--- config.mk ---
export PLATFORM = sky130hd
export DESIGN_NAME = led_scroll_effect_sequencer
export DESIGN_NICKNAME = d
export VERILOG_FILES = /design/src/sv/lss_pkg.sv /design/src/sv/lss_cfg_regs.sv /design/src/sv/lss_step_core.sv /design/src/sv/led_scroll_effect_sequencer.sv
export SDC_FILE = /design/constraint.sdc
export NUM_CORES = 1
export LEC_CHECK = 0
export BUFFER_PORTS_ARGS = -buffer_cell sky130_fd_sc_hd__buf_2
export CAP_MARGIN = 20
export CORE_MARGIN = 3
export CORE_UTILIZATION = 41
export CTS_CLUSTER_SIZE = 40
export DETAILED_ROUTE_END_ITERATION = 8
export GPL_ROUTABILITY_DRIVEN = 1
export PLACE_DENSITY = 0.57
export SYNTH_ARGS = -nofsm -noshare
export SYNTH_HDL_FRONTEND = slang
export SYNTH_HIERARCHICAL = 1
export SYNTH_SLANG_ARGS = --single-unit
export TNS_END_PERCENT = 10
--- constraint.sdc ---
create_clock -name clk -period 5.9 [get_ports clk]
set_input_delay 0 -clock clk [delete_from_list [all_inputs] [get_ports clk]]
set_output_delay 0 -clock clk [all_outputs]
set_load 0.02 [all_outputs]
--- src/sv/lss_pkg.sv ---
// Shared types and constants of the LED scroll-effect sequencer.
// Used by lss_cfg_regs, lss_step_core and led_scroll_effect_sequencer.
package lss_pkg;

    // Panel geometry and frame ring size
    localparam logic [15:0] PANEL_COLUMNS = 16'd64;
    localparam logic [7:0]  PANEL_ROWS    = 8'd16;
    localparam logic [4:0]  FRAME_COUNT   = 5'd8;

    // Configuration register indexes
    localparam logic [2:0] REG_FAST_PERIOD  = 3'd0;
    localparam logic [2:0] REG_SLOW_PERIOD  = 3'd1;
    localparam logic [2:0] REG_RATE_CEILING = 3'd2;
    localparam logic [2:0] REG_LONG_HOLD    = 3'd3;
    localparam logic [2:0] REG_SHORT_HOLD   = 3'd4;

    // Configuration reset values
    localparam logic [7:0]  FAST_PERIOD_RST  = 8'd2;
    localparam logic [7:0]  SLOW_PERIOD_RST  = 8'd20;
    localparam logic [7:0]  RATE_CEILING_RST = 8'hFF;
    localparam logic [15:0] LONG_HOLD_RST    = 16'd100;
    localparam logic [15:0] SHORT_HOLD_RST   = 16'd20;

    // Request types and effect modes
    localparam logic REQ_TICK = 1'b0;
    localparam logic REQ_LOAD = 1'b1;

    localparam logic [7:0] MODE_WIPE  = 8'h00;
    localparam logic [7:0] MODE_BLINK = 8'h01;

    typedef struct packed {
        logic [7:0]  fast_period;
        logic [7:0]  slow_period;
        logic [7:0]  rate_ceiling;
        logic [15:0] long_hold;
        logic [15:0] short_hold;
    } lss_cfg_t;

    typedef struct packed {
        logic       req_type;
        logic [7:0] frame_rate;
        logic [7:0] frame_mode;
    } lss_item_t;

    typedef struct packed {
        logic [7:0] red_offset;
        logic [7:0] green_offset;
        logic [7:0] blue_offset;
        logic [7:0] vertical_shift;
        logic       blanked;
        logic       load_request;
        logic [3:0] next_frame;
    } lss_result_t;

endpackage

--- src/sv/lss_cfg_regs.sv ---
// Configuration register file of the scroll-effect sequencer.
// Depends on lss_pkg for register indexes, reset values and lss_cfg_t.
module lss_cfg_regs
    import lss_pkg::*;
(
    input  logic        clk,
    input  logic        rst_n,
    input  logic        cfg_write,
    input  logic [2:0]  cfg_index,
    input  logic [15:0] cfg_data,
    output lss_cfg_t    cfg
);

    lss_cfg_t cfg_reg;
    lss_cfg_t cfg_next;

    always_comb
    begin
        cfg_next = cfg_reg;
        if (cfg_write)
        begin
            case (cfg_index)
                REG_FAST_PERIOD:  cfg_next.fast_period  = cfg_data[7:0];
                REG_SLOW_PERIOD:  cfg_next.slow_period  = cfg_data[7:0];
                REG_RATE_CEILING: cfg_next.rate_ceiling = cfg_data[7:0];
                REG_LONG_HOLD:    cfg_next.long_hold    = cfg_data;
                REG_SHORT_HOLD:   cfg_next.short_hold   = cfg_data;
                default:          cfg_next = cfg_reg;
            endcase
        end
    end

    always_ff @(posedge clk or negedge rst_n)
    begin
        if (!rst_n)
        begin
            cfg_reg.fast_period  <= FAST_PERIOD_RST;
            cfg_reg.slow_period  <= SLOW_PERIOD_RST;
            cfg_reg.rate_ceiling <= RATE_CEILING_RST;
            cfg_reg.long_hold    <= LONG_HOLD_RST;
            cfg_reg.short_hold   <= SHORT_HOLD_RST;
        end
        else
        begin
            cfg_reg <= cfg_next;
        end
    end

    assign cfg = cfg_reg;

endmodule

--- src/sv/lss_step_core.sv ---
// Effect state and single-pass update logic of the scroll-effect sequencer.
// Depends on lss_pkg; result is the display state after the current item.
module lss_step_core
    import lss_pkg::*;
(
    input  logic        clk,
    input  logic        rst_n,
    input  logic        step_en,
    input  lss_item_t   item,
    input  lss_cfg_t    cfg,
    output lss_result_t result
);

    // Wipe script steps
    localparam logic [2:0] W_FILL     = 3'd0;
    localparam logic [2:0] W_WIPE_R   = 3'd1;
    localparam logic [2:0] W_WIPE_G   = 3'd2;
    localparam logic [2:0] W_WIPE_B   = 3'd3;
    localparam logic [2:0] W_HOLD     = 3'd4;
    localparam logic [2:0] W_ROLL     = 3'd5;
    localparam logic [2:0] W_HOLD_END = 3'd6;

    // Blink script steps
    localparam logic [2:0] B_BLANK     = 3'd0;
    localparam logic [2:0] B_HOLD_DARK = 3'd1;
    localparam logic [2:0] B_SHOW      = 3'd2;
    localparam logic [2:0] B_HOLD_LIT  = 3'd3;
    localparam logic [2:0] B_HOLD      = 3'd4;
    localparam logic [2:0] B_ROLL_OUT  = 3'd5;
    localparam logic [2:0] B_ROLL_BACK = 3'd6;

    logic [7:0]  tick_reg, tick_next;
    logic [7:0]  rate_reg, rate_next;
    logic [7:0]  saved_reg, saved_next;
    logic [7:0]  mode_reg, mode_next;
    logic [2:0]  step_reg, step_next;
    logic [15:0] phase_reg, phase_next;
    logic [7:0]  roll_reg, roll_next;
    logic [7:0]  red_reg, red_next;
    logic [7:0]  green_reg, green_next;
    logic [7:0]  blue_reg, blue_next;
    logic        blank_reg, blank_next;
    logic [3:0]  frame_reg, frame_next;
    logic        load_req;

    logic [7:0]  tick_inc;
    logic [15:0] phase_inc;
    logic [2:0]  step_inc;
    logic [7:0]  roll_inc;
    logic [7:0]  roll_dec;
    logic [4:0]  frame_inc;
    logic [3:0]  frame_wrap;
    logic        past_cols;
    logic        past_long;
    logic        past_short;
    logic        period_done;

    assign tick_inc    = tick_reg + 8'd1;
    assign phase_inc   = phase_reg + 16'd1;
    assign step_inc    = step_reg + 3'd1;
    assign roll_inc    = roll_reg + 8'd1;
    assign roll_dec    = roll_reg - 8'd1;
    assign frame_inc   = {1'b0, frame_reg} + 5'd1;
    assign frame_wrap  = (frame_inc >= FRAME_COUNT) ? 4'd0 : frame_inc[3:0];
    assign past_cols   = phase_inc > PANEL_COLUMNS;
    assign past_long   = phase_inc > cfg.long_hold;
    assign past_short  = phase_inc > cfg.short_hold;
    assign period_done = tick_inc > rate_reg;

    always_comb
    begin
        tick_next  = tick_reg;
        rate_next  = rate_reg;
        saved_next = saved_reg;
        mode_next  = mode_reg;
        step_next  = step_reg;
        phase_next = phase_reg;
        roll_next  = roll_reg;
        red_next   = red_reg;
        green_next = green_reg;
        blue_next  = blue_reg;
        blank_next = blank_reg;
        frame_next = frame_reg;
        load_req   = 1'b0;

        if (item.req_type == REQ_LOAD)
        begin
            rate_next  = (item.frame_rate > cfg.rate_ceiling) ? 8'd0 : item.frame_rate;
            mode_next  = item.frame_mode;
            step_next  = 3'd0;
            phase_next = 16'd0;
            roll_next  = 8'd0;
            red_next   = 8'd0;
            green_next = 8'd0;
            blue_next  = 8'd0;
        end
        else if (!period_done)
        begin
            tick_next = tick_inc;
        end
        else
        begin
            tick_next = 8'd0;
            if (mode_reg == MODE_WIPE)
            begin
                case (step_reg)
                    W_FILL:
                    begin
                        red_next   = red_reg + 8'd1;
                        green_next = green_reg + 8'd1;
                        blue_next  = blue_reg + 8'd1;
                        phase_next = phase_inc;
                        if (past_cols)
                        begin
                            phase_next = 16'd0;
                            step_next  = step_inc;
                            saved_next = rate_reg;
                            rate_next  = cfg.fast_period;
                        end
                    end
                    W_WIPE_R, W_WIPE_G, W_WIPE_B:
                    begin
                        if (step_reg == W_WIPE_R)
                            red_next = red_reg - 8'd1;
                        else if (step_reg == W_WIPE_G)
                            green_next = green_reg - 8'd1;
                        else
                            blue_next = blue_reg - 8'd1;
                        phase_next = past_cols ? 16'd0 : phase_inc;
                        step_next  = past_cols ? step_inc : step_reg;
                    end
                    W_HOLD:
                    begin
                        phase_next = phase_inc;
                        if (past_long)
                        begin
                            phase_next = 16'd0;
                            step_next  = step_inc;
                            saved_next = rate_reg;
                            rate_next  = cfg.slow_period;
                        end
                    end
                    W_ROLL:
                    begin
                        roll_next = roll_inc;
                        if (roll_inc >= PANEL_ROWS)
                        begin
                            step_next = W_HOLD_END;
                            roll_next = 8'd0;
                            rate_next = saved_reg;
                        end
                    end
                    W_HOLD_END:
                    begin
                        phase_next = past_long ? 16'd0 : phase_inc;
                        step_next  = past_long ? step_inc : step_reg;
                    end
                    default:
                    begin
                        frame_next = frame_wrap;
                        load_req   = 1'b1;
                    end
                endcase
            end
            else if (mode_reg == MODE_BLINK)
            begin
                case (step_reg)
                    B_BLANK:
                    begin
                        blank_next = 1'b1;
                        step_next  = B_HOLD_DARK;
                    end
                    B_HOLD_DARK, B_HOLD_LIT:
                    begin
                        phase_next = past_short ? 16'd0 : phase_inc;
                        step_next  = past_short ? step_inc : step_reg;
                    end
                    B_SHOW:
                    begin
                        blank_next = 1'b0;
                        step_next  = B_HOLD_LIT;
                    end
                    B_HOLD:
                    begin
                        phase_next = phase_inc;
                        if (past_long)
                        begin
                            phase_next = 16'd0;
                            step_next  = step_inc;
                            saved_next = rate_reg;
                            rate_next  = cfg.slow_period;
                        end
                    end
                    B_ROLL_OUT:
                    begin
                        red_next   = red_reg + 8'd1;
                        green_next = green_reg + 8'd1;
                        blue_next  = blue_reg + 8'd1;
                        roll_next  = roll_inc;
                        if (roll_inc >= PANEL_ROWS)
                        begin
                            step_next = B_ROLL_BACK;
                            rate_next = cfg.fast_period;
                        end
                    end
                    B_ROLL_BACK:
                    begin
                        red_next   = red_reg - 8'd1;
                        green_next = green_reg - 8'd1;
                        blue_next  = blue_reg - 8'd1;
                        roll_next  = roll_dec;
                        if (roll_dec == 8'd0)
                        begin
                            step_next = step_inc;
                            rate_next = saved_reg;
                        end
                    end
                    default:
                    begin
                        frame_next = frame_wrap;
                        load_req   = 1'b1;
                    end
                endcase
            end
            else
            begin
                // unknown effect: skip straight to the next frame
                frame_next = frame_wrap;
                load_req   = 1'b1;
            end
        end
    end

    always_ff @(posedge clk or negedge rst_n)
    begin
        if (!rst_n)
        begin
            tick_reg  <= 8'd0;
            rate_reg  <= 8'd0;
            saved_reg <= FAST_PERIOD_RST;
            mode_reg  <= MODE_WIPE;
            step_reg  <= 3'd0;
            phase_reg <= 16'd0;
            roll_reg  <= 8'd0;
            red_reg   <= 8'd0;
            green_reg <= 8'd0;
            blue_reg  <= 8'd0;
            blank_reg <= 1'b0;
            frame_reg <= 4'd0;
        end
        else if (step_en)
        begin
            tick_reg  <= tick_next;
            rate_reg  <= rate_next;
            saved_reg <= saved_next;
            mode_reg  <= mode_next;
            step_reg  <= step_next;
            phase_reg <= phase_next;
            roll_reg  <= roll_next;
            red_reg   <= red_next;
            green_reg <= green_next;
            blue_reg  <= blue_next;
            blank_reg <= blank_next;
            frame_reg <= frame_next;
        end
    end

    assign result.red_offset     = red_next;
    assign result.green_offset   = green_next;
    assign result.blue_offset    = blue_next;
    assign result.vertical_shift = roll_next;
    assign result.blanked        = blank_next;
    assign result.load_request   = load_req;
    assign result.next_frame     = frame_next;

endmodule

--- src/sv/led_scroll_effect_sequencer.sv ---
// Top level of the LED panel scroll-effect sequencer.
// Depends on lss_pkg, lss_cfg_regs and lss_step_core.
//
// Usage:
//   Input channel (in_valid/in_stall) carries one transaction per timer tick
//   (req_type 0) or per loaded frame (req_type 1, with frame_rate and
//   frame_mode). Every input transaction yields exactly one output
//   transaction (out_valid/out_stall) with the plane offsets, vertical
//   shift, blank flag and a next-frame request with its frame index.
//   The item is held in an input register, updated against the effect state
//   in one pass, and the result is registered. Throughput is one item per
//   cycle while out_stall lets results drain; the state update loop in
//   lss_step_core closes in a single pass.
//   When out_stall is high with a result waiting, the input register fills
//   and in_stall rises; no item is lost or repeated.
//   Users must write configuration registers via cfg_write/cfg_index/cfg_data
//   only while the block is idle (unenforced); indexes above 4 are ignored.
//   Reset clears the pipeline and the effect state and loads the default
//   configuration; the block accepts items right after reset.
module led_scroll_effect_sequencer
    import lss_pkg::*;
(
    input  logic        clk,
    input  logic        rst_n,

    input  logic        cfg_write,
    input  logic [2:0]  cfg_index,
    input  logic [15:0] cfg_data,

    input  logic        in_valid,
    output logic        in_stall,
    input  logic        req_type,
    input  logic [7:0]  frame_rate,
    input  logic [7:0]  frame_mode,

    output logic        out_valid,
    input  logic        out_stall,
    output logic [7:0]  red_offset,
    output logic [7:0]  green_offset,
    output logic [7:0]  blue_offset,
    output logic [7:0]  vertical_shift,
    output logic        blanked,
    output logic        load_request,
    output logic [3:0]  next_frame
);

    lss_cfg_t    cfg;
    lss_item_t   item_reg;
    lss_result_t step_result;
    lss_result_t result_reg;
    logic        in_valid_reg;
    logic        out_valid_reg;
    logic        advance;
    logic        step_en;

    lss_cfg_regs u_cfg_regs (
        .clk       (clk),
        .rst_n     (rst_n),
        .cfg_write (cfg_write),
        .cfg_index (cfg_index),
        .cfg_data  (cfg_data),
        .cfg       (cfg)
    );

    lss_step_core u_step_core (
        .clk     (clk),
        .rst_n   (rst_n),
        .step_en (step_en),
        .item    (item_reg),
        .cfg     (cfg),
        .result  (step_result)
    );

    // Result register frees up when empty or taken this cycle
    assign advance  = !out_valid_reg || !out_stall;
    assign step_en  = in_valid_reg && advance;
    assign in_stall = in_valid_reg && !advance;

    always_ff @(posedge clk or negedge rst_n)
    begin
        if (!rst_n)
        begin
            in_valid_reg  <= 1'b0;
            out_valid_reg <= 1'b0;
        end
        else
        begin
            if (!in_stall)
                in_valid_reg <= in_valid;
            if (advance)
                out_valid_reg <= in_valid_reg;
        end
    end

    always_ff @(posedge clk)
    begin
        if (in_valid && !in_stall)
        begin
            item_reg.req_type   <= req_type;
            item_reg.frame_rate <= frame_rate;
            item_reg.frame_mode <= frame_mode;
        end
        if (step_en)
            result_reg <= step_result;
    end

    assign out_valid      = out_valid_reg;
    assign red_offset     = result_reg.red_offset;
    assign green_offset   = result_reg.green_offset;
    assign blue_offset    = result_reg.blue_offset;
    assign vertical_shift = result_reg.vertical_shift;
    assign blanked        = result_reg.blanked;
    assign load_request   = result_reg.load_request;
    assign next_frame     = result_reg.next_frame;

    // Input side only backs up behind a stalled, full result register
    a_stall_cause: assert property (@(posedge clk) disable iff (!rst_n)
        in_stall |-> (out_valid_reg && out_stall))
        else $error("input stalled without a stalled result");

    // A processed item shows up as a result on the next cycle
    a_step_to_out: assert property (@(posedge clk) disable iff (!rst_n)
        step_en |=> out_valid_reg)
        else $error("processed item did not reach the result register");

    // A frame load never raises a next-frame request
    a_load_no_req: assert property (@(posedge clk) disable iff (!rst_n)
        (step_en && item_reg.req_type == REQ_LOAD) |=> !result_reg.load_request)
        else $error("load item produced a next-frame request");

    // Requested frame index stays inside the frame ring
    a_frame_range: assert property (@(posedge clk) disable iff (!rst_n)
        out_valid_reg |-> ({1'b0, result_reg.next_frame} < FRAME_COUNT))
        else $error("next frame index out of range");

endmodule

==> results, run 1 <==
- Dividing the final minimum period by the clock period gives between 70% and 80%.
- The footprint of the multi-input gates is 0.00699 mm².
- The tree is rooted in a clkbuf_16.
- The worst path setup slack after routing is between 1 and 1.5 ns.
- The initial DRC count is approximately 1.0k.
- The number of nets in the layout is around 1.5k.
- The longest clock path from root to sink contains 3 buffers.
- The worst-margin pin slew is ~1.1 ns.
- From bottom edge to top edge, the die measures around 180 µm.
- The start-to-end type of the worst setup path is reg2reg.
- For this run, the register share of the synthesized area comes to 41.1%.
- The final number of setup-violating endpoints is 0.
- The synthesized design contains between 50 and 60 enable-type register cells.
- The tightest min-delay check is of the in2async type.
- The endpoint kind of the worst setup timing path is a flop.
- The internal power component is ~3.3 mW.
- The max-cap check violation count is 0.
- The biggest area consumer among synthesized cells is dfrtp_1.
- Ranked by total cell area, the synthesized netlist is headed by dfrtp_1, edfxtp_1, mux2_2.
- CTS built an H-tree with a depth of 1.
- Counting flops with an async set or reset pin after synthesis yields a share of around 73%.
- The first-pass GRT wire length is ~56 mm.
- The initial cell density of the core is a little over two fifths.
- The flip-flop count of the largest register after layout is 56.
- The share of final-layout standard cells stronger than drive strength 1 is 19.9%.
- The power dissipated by switching net loads is between 1.5 and 2 mW.
- Port buffering added 80 buffers.
- The reported leakage power is 6.22 nW.
- The library cell used most frequently in the layout, excluding fill and tap cells, is dfrtp_1.
- The core box area is between 0.03 and 0.04 mm².
- Once the clock tree was built, the setup fixing pass inserted 0 buffers.
- The clock-pin slew of the registers on the worst-case setup and hold paths is about 0.06 ns.
- Averaged over all synthesized cells, the footprint is 9.66 µm².
- The detailed router placed between 10k and 15k vias in this run.
- The synthesized design contains between 200 and 250 register bits.
- The mapped cell area is between 0.01 and 0.015 mm².
- For this run, the detailed router's first-pass iteration total came to 5.
- Before CTS, the worst setup slack after placement is 1.22 ns.
- Combinational cells account for between 30% and 40% of the total power.
- Dividing the detail-routed wire length by the instance count gives 19.4 µm.
- The required time of the worst setup path is ~6.4 ns.
- The die area is approximately 0.034 mm².
- Setup repair after global routing left no endpoint under its margin.
- The total routed wirelength is approximately 35 mm.
- The number of nets in the synthesized netlist is between 1k and 1.5k.
- In this run, post-CTS hold repair placed 41 buffers.
- The number of different library cells in the post-synthesis netlist is roughly 90.
- Global routing used around a fifth of the available tracks.
- The setup slack on the worst flop-to-flop path is ~1.2 ns.
- Along the worst path, the maximum fanout reaches 15.
- In this run the remaining antenna-violating nets after routing total 0.
- The area growth from synthesis to final layout is 14.6%.
- After filler insertion, the fill cell instance count of the layout stands at 2871.
- The flow ran to the end, and the final reports show no timing, DRC or antenna violations.
- The number of core rows is 64.
- In this run, CTS created clock tree buffers numbering 23.
- The headroom to the max-slew limit is about a quarter.
- The worst-case IR drop observed on VDD is 0.000221 V.
- In this run the critical register-to-register path is captured at u_step_core/phase_reg[0].
- In the layout the commonest cells are dfrtp_1, nor2_1, mux2_2.
- The yosys synthesis warning count is 6.
- Registers take ~0.0053 mm².
- The die is 184 µm wide.
- The hold violation total from the final report is 0.
- The top-level I/O count is 81.
- The remaining routing DRC violations is 0.
- The number of antenna violations at the first check in global routing came to 0.
- The via count of the first global-routing pass is between 10k and 15k.
- The worst setup path is launched from a flop.
- Of the total power, the share spent switching nets is 37.7%.
- The average vias per placed instance is just under 6.
- For the worst-skew pair, the clock arrives at the later sink with an insertion delay of between 0.5 and 0.6 ns.
- The most used flip-flop cell after synthesis is dfrtp_1.
- The final max-slew violation count is 0.
- The number of cells on the worst reg-to-reg path is 16.
- The sequential share of power is 35.9%.
- The total overflow reported by the global router is 0.
- Based on the critical path, the design can be clocked at up to 213 MHz.
- Entering global routing, the biggest net connects around 100 pins.
- The final weighted congestion in routability-driven placement is slightly below 0.9.
- The startpoint identified for the worst register-to-register timing path is u_step_core/phase_reg[0].
- The number of gates resized after CTS was 0.
- Subtracting the final worst setup slack from the clock period gives roughly 4.7 ns.
- In the final timing run, aggregate negative setup slack is 0 ns.
- For this design the ratio of total power to cell area is between 300 and 400 mW/mm².
- The tree built by TritonCTS fans out to approximately 200 sinks.
- The CTS tree is done.
- After technology mapping, the gate count stands at approximately 1.3k.
- STA puts the critical path data arrival time at approximately 5.2 ns.
- On the final layout, the worst clock skew is around 0.015 ns.
- The sum of net half-perimeters after detailed placement is 23.8 mm.
- In this run, the clock network consumes between 20 and 30% of the power.
- Of the post-synthesis cell area, the dominant cell type holds between 20% and 30%.
metrics by stage:
step	utilization, %	total power, mW	std cells	hold slack (ns)	area (µm²)
after global placement	44.1	3.72	1741	0.177	13600
after detailed placement	44.1	3.75	1741	0.178	13600
after floorplan	-	3.19	1341	-0.296	13000
after global routing	48.2	5.64	1825	0.176	14900
final	48.2	5.30	1826	0.135	14900
after CTS	48.1	5.32	1824	0.139	14800
critical path, stage by stage (launching register included):
cell and delay (ns):
dfrtp_1 0.45, ha_1 0.33, nand4_2 0.19, nor2_1 0.38, and3_1 0.25, nand3_1 0.10, xnor2_1 0.31, ha_1 0.33
nand2_1 0.08, a21oi_1 0.04, a211oi_1 0.40, a21boi_0 0.24, a311o_1 0.20, nor3b_1 0.07, o32a_2 0.47, nor2_2 0.55
mux2_2 0.27
cells by family (layout without fill, tap and decap cells):
group | count (synthesis) | in the layout | share of synthesized area [%]
compound gates | 390 | 390 | 20.9
xor+xnor | 46 | 46 | 3.22
fa+ha+maj | 64 | 64 | 6.18
buf+inv | 163 | 251 | 5.15
flops | 201 | 201 | 41.1
mux | 102 | 102 | 8.83
other cells | 0 | 1 | 0
simple gates | 375 | 375 | 14.6
power by group through the flow:
stage | registers (mW) | clock network [mW] | logic (mW)
after floorplan | 1.87 | 0 | 1.32
after global placement | 1.92 | 0 | 1.80
after detailed placement | 1.92 | 0 | 1.82
after CTS | 1.90 | 1.57 | 1.85
after global routing | 1.94 | 1.62 | 2.08
final | 1.90 | 1.52 | 1.87
worst max path at each step:
stage                              from                        to  cells past startpoint  slack [ns]
6_report       u_step_core/phase_reg[0]  u_step_core/phase_reg[0]                     16        1.20
5_1_grt        u_step_core/phase_reg[0]  u_step_core/phase_reg[0]                     16        0.72
4_1_cts        u_step_core/phase_reg[0]  u_step_core/phase_reg[0]                     16        1.19
3_5_place_dp   u_step_core/phase_reg[0]  u_step_core/phase_reg[0]                     16        1.22
3_3_place_gp   u_step_core/phase_reg[0]  u_step_core/phase_reg[0]                     16        1.38
2_1_floorplan                 out_valid  u_step_core/saved_reg[0]                      6        1.07
routing by layer:
layer	share of wire, %	track usage, %	vias to the layer above
met5	0	0	-
met4	2.4	5.05	0
met3	5.1	2.69	59
met2	46	33.8	334
met1	46	29.2	5302
li1	-	-	5153
synth_stat cells (16+ instances only):
cell type and number:
a21oi_1 66, nor3_1 33, ha_1 64, xor2_1 17, a211oi_1 21, clkbuf_1 67
o21ai_0 88, xnor2_1 28, a22o_1 16, a31oi_1 16, mux2_2 98, a221oi_1 29
dfrtp_1 129, o22ai_1 17, edfxtp_1 55, nand2_1 92, nand3_1 39, inv_1 68
dfstp_2 17, nor2_1 107, a22oi_1 16
layout make-up:
cell class | instances | share of cell area, %
Tap cell | 396 | 3.34
Timing Repair Buffer | 139 | 6.44
Clock buffer | 28 | 4.41
Multi-Input combinational cell | 977 | 47.1
Clock inverter | 14 | 1.12
Sequential cell | 201 | 35.9
Inverter | 70 | 1.77
Antenna cell | 1 | 0.0168
No activity file was read; power rests on OpenSTA's default activity.
==> run 2: changes to the inputs <==
--- a/config.mk
+++ b/config.mk
@@ -12,7 +12,7 @@
 export CTS_CLUSTER_SIZE = 40
 export DETAILED_ROUTE_END_ITERATION = 8
 export GPL_ROUTABILITY_DRIVEN = 1
-export PLACE_DENSITY = 0.57
+export PLACE_DENSITY = 0.59
 export SYNTH_ARGS = -nofsm -noshare
 export SYNTH_HDL_FRONTEND = slang
 export SYNTH_HIERARCHICAL = 1
==> constraint.sdc (replaced) <==
create_clock -name clk -period 4.2 [get_ports clk]
set_input_delay 0 -clock clk [delete_from_list [all_inputs] [get_ports clk]]
set_output_delay 0 -clock clk [all_outputs]
set_load 0.02 [all_outputs]
==> results, run 2 (same netlist as run 1, synthesis figures left out) <==
- The run finished with clean final reports.
- The portion of total power attributed to combinational logic was 35.2% (about the same).
- The critical-path maximum fanout came to 8 (-7).
- The top-level I/O count is 81 (unchanged).
- The detailed-route via count is 11.1k (+1.9%).
- The number of antenna-violating nets in the routed design is 0 (unchanged).
- The arrival time of the worst setup path is 4.40 ns (-0.77 ns).
- The clock network power share was 29.5% (+0.8 points).
- The number of clock buffers inserted by TritonCTS was 24 (+4.3%).
- The flip-flop count of the largest register after layout is 56 (unchanged).
- The clock-pin slew of the registers on the worst-case setup and hold paths is 0.06 ns (about the same).
- The post-route total power is 7.55 mW (+43%).
- The max-cap check violation count was 0 (unchanged).
- The final worst hold slack was 0.0271 ns (-0.108 ns).
- The final number of setup-violating endpoints is 0 (unchanged).
- The fraction of power spent switching nets is 37.4% (-0.35 points).
- The share of the clock period used by the worst path after layout is 95.1% (+15 points).
- The total overflow reported by the global router came to 0 (unchanged).
- The die area is 0.0338 mm² (unchanged).
- Setup repair after global routing left no endpoint under its margin.
- The final weighted congestion in routability-driven placement is 0.887 (+0.14%).
- The reported leakage power is 6.39 nW (+2.8%).
- The number of nets in the layout was 1543 (+1.7%).
- The CTS tree is done.
- The internal power component was 4.73 mW (+43%).
- The average vias per placed instance is 5.97 (+0.44%).
- The worst-margin pin slew is 1.14 ns (+0.0261 ns).
- The count of port buffers added during placement is 80 (unchanged).
- The maximum root-to-sink buffer count is 3 (unchanged).
- The remaining routing DRC violations is 0 (unchanged).
- The first-pass GRT wire length is 59.3 mm (+5.3%).
- The first-pass iteration count of the detailed router is 5 (unchanged).
- The classification of the worst-slack hold path is in2reg.
- The worst hold path stage count is 3.
- CTS placed an instance of clkbuf_16 at the clock tree root.
- The power dissipated by switching net loads came to 2.82 mW (+41%).
- The share of final-layout standard cells stronger than drive strength 1 is 21.8% (+1.9 points).
- The sum of net half-perimeters after detailed placement is 24.5 mm (+2.9%).
- The largest net degree at the start of global routing is 71 (-28%).
- The headroom to the max-slew limit is 23.2% (-1.8 points).
- The final max-slew violation count is 0 (unchanged).
- The worst setup path is captured at a flop.
- The worst reg2reg path depth is 13 (-3).
- The initial cell density of the core is 42.0% (unchanged).
- The number of core rows is 64 (unchanged).
- The number of cells in the finished layout apart from fillers is 1853 (+1.5%).
- The required time of the worst setup path is 4.61 ns (-1.76 ns).
- The total routed wirelength came to 36.2 mm (+2.2%).
- The kind of start point of the critical path is a flop.
- On the critical path, the stage with the largest delay is an instance of a2111o_1.
- The final critical delay including setup and external delays came to 3.99 ns (-0.705 ns).
- The post-detailed-route wirelength per cell came to 19.5 µm (+0.69%).
- The final setup skew is 0.0177 ns (+0.00240 ns).
- The core box area came to 0.0308 mm² (unchanged).
- The number of antenna violations at the first check in global routing is 0 (unchanged).
- The later-pin clock latency in the skew report was 0.53 ns (about the same).
- The horizontal die dimension came to 184 µm (unchanged).
- The final standard cell utilization of the core was 49.1% (+0.87 points).
- The cell count after placement is 1766 (+1.4%).
- The hold violation total from the final report is 0 (unchanged).
- The sequential share of power is 35.3% (-0.6 points).
- The worst setup path is of the reg2reg kind.
- The via count of the first global-routing pass came to 10.9k (+6.5%).
- The signal on the critical path passes through nand4_1, nor2_1, and3_1, xor2_1, ha_1, a21oi_2, a21oi_1, a2111o_1, a211oi_4, or2_1, o21ai_1, o311ai_2, mux2_2.
- Leaving out fill and tap cells, the most frequent cell in the layout is dfrtp_1.
- The peak supply drop is 0.000311 V (+41%).
- The chip height is 184 µm (unchanged).
- The count of clock tree sinks is 201 (unchanged).
- The delay contributed by the slowest stage of the critical path came to 0.47 ns (-0.08 ns).
- The global router's overall resource usage is 21.4% (+0.81 points).
- The count of H-tree levels built during CTS is 1 (unchanged).
- The initial DRC count was 982 (-3.2%).
- The area growth from synthesis to layout is 16.7%.
- The highest clock rate was 250 MHz (+18%).
- In the layout the commonest cells are dfrtp_1, nor2_1, mux2_2.
- The areal power density over the cells is 499 mW/mm² (+40%).
run 2: per-stage QoR:
stage / setup WS, ns / setup TNS (ns) / instance area, µm²
2_1_floorplan: 0.359 / 0 / 13000
3_3_place_gp: 0.0164 / 0 / 13800
3_5_place_dp: -0.102 / -1.06 / 13800
4_1_cts: 0.0234 / 0 / 15100
5_1_grt: 0.0226 / 0 / 15100
6_report: 0.207 / 0 / 15100
run 2: per-layer routing:
layer / track usage (%) / up-vias / wire length [µm]
met5: 0 / - / 0
met4: 6.68 / 0 / 1040
met3: 2.83 / 76 / 2150
met2: 35.1 / 402 / 16700
met1: 29.8 / 5376 / 16200
li1: - / 5203 / -
run 2: cell type report:
cell class	count	area, µm²
flip-flops and latches	201	5330
fillers	2864	15700
well taps	396	495
repair buffers	164	1140
multi-input cells	977	7040
inverters	70	263
clock inverters	12	176
clock buffers	32	671
diodes	1	2.50
run 2: power groups by stage:
stage	clock (mW)	sequential, mW	combinational, mW
6_report	2.23	2.66	2.66
4_1_cts	2.28	2.66	2.61
3_3_place_gp	0	2.69	2.53
2_1_floorplan	0	2.63	1.85
3_5_place_dp	0	2.69	2.57
5_1_grt	2.37	2.72	2.94
run 2: timing repair:
item / CTS / global route
hold endpoints to repair: 143 / 0
pin swaps: 0 / 2
endpoints found under the setup margin: 16 / 40
hold buffers: 40 / 0
setup buffers: 0 / 2
resized for setup: 1 / 13
run 2: final timing paths:
kind | startpoint | endpoint | slack (ns)
max | u_step_core/phase_reg[5] | u_step_core/saved_reg[4] | 0.21
min reg2reg | item_reg[4] | u_step_core/mode_reg[4] | 0.48
max in group asynchronous | rst_n | u_step_core/phase_reg[0] | 3.03
min | cfg_index[0] | u_cfg_regs/cfg[55] | 0.03
max reg2reg | u_step_core/phase_reg[5] | u_step_core/saved_reg[4] | 0.21
min in group asynchronous | rst_n | u_step_core/step_reg[1] | 0.10
run 2: critical path: cells and delay by family, from the launching register on:
| kind | cells | cell delay (ns) |
|---|---|---|
| and+or+nand+nor | 4 | 0.94 |
| xor gates and xnor gates | 1 | 0.28 |
| muxes | 1 | 0.42 |
| DFF | 1 | 0.46 |
| adders and majority gates | 1 | 0.32 |
| AOI/OAI and AO/OA | 6 | 1.45 |
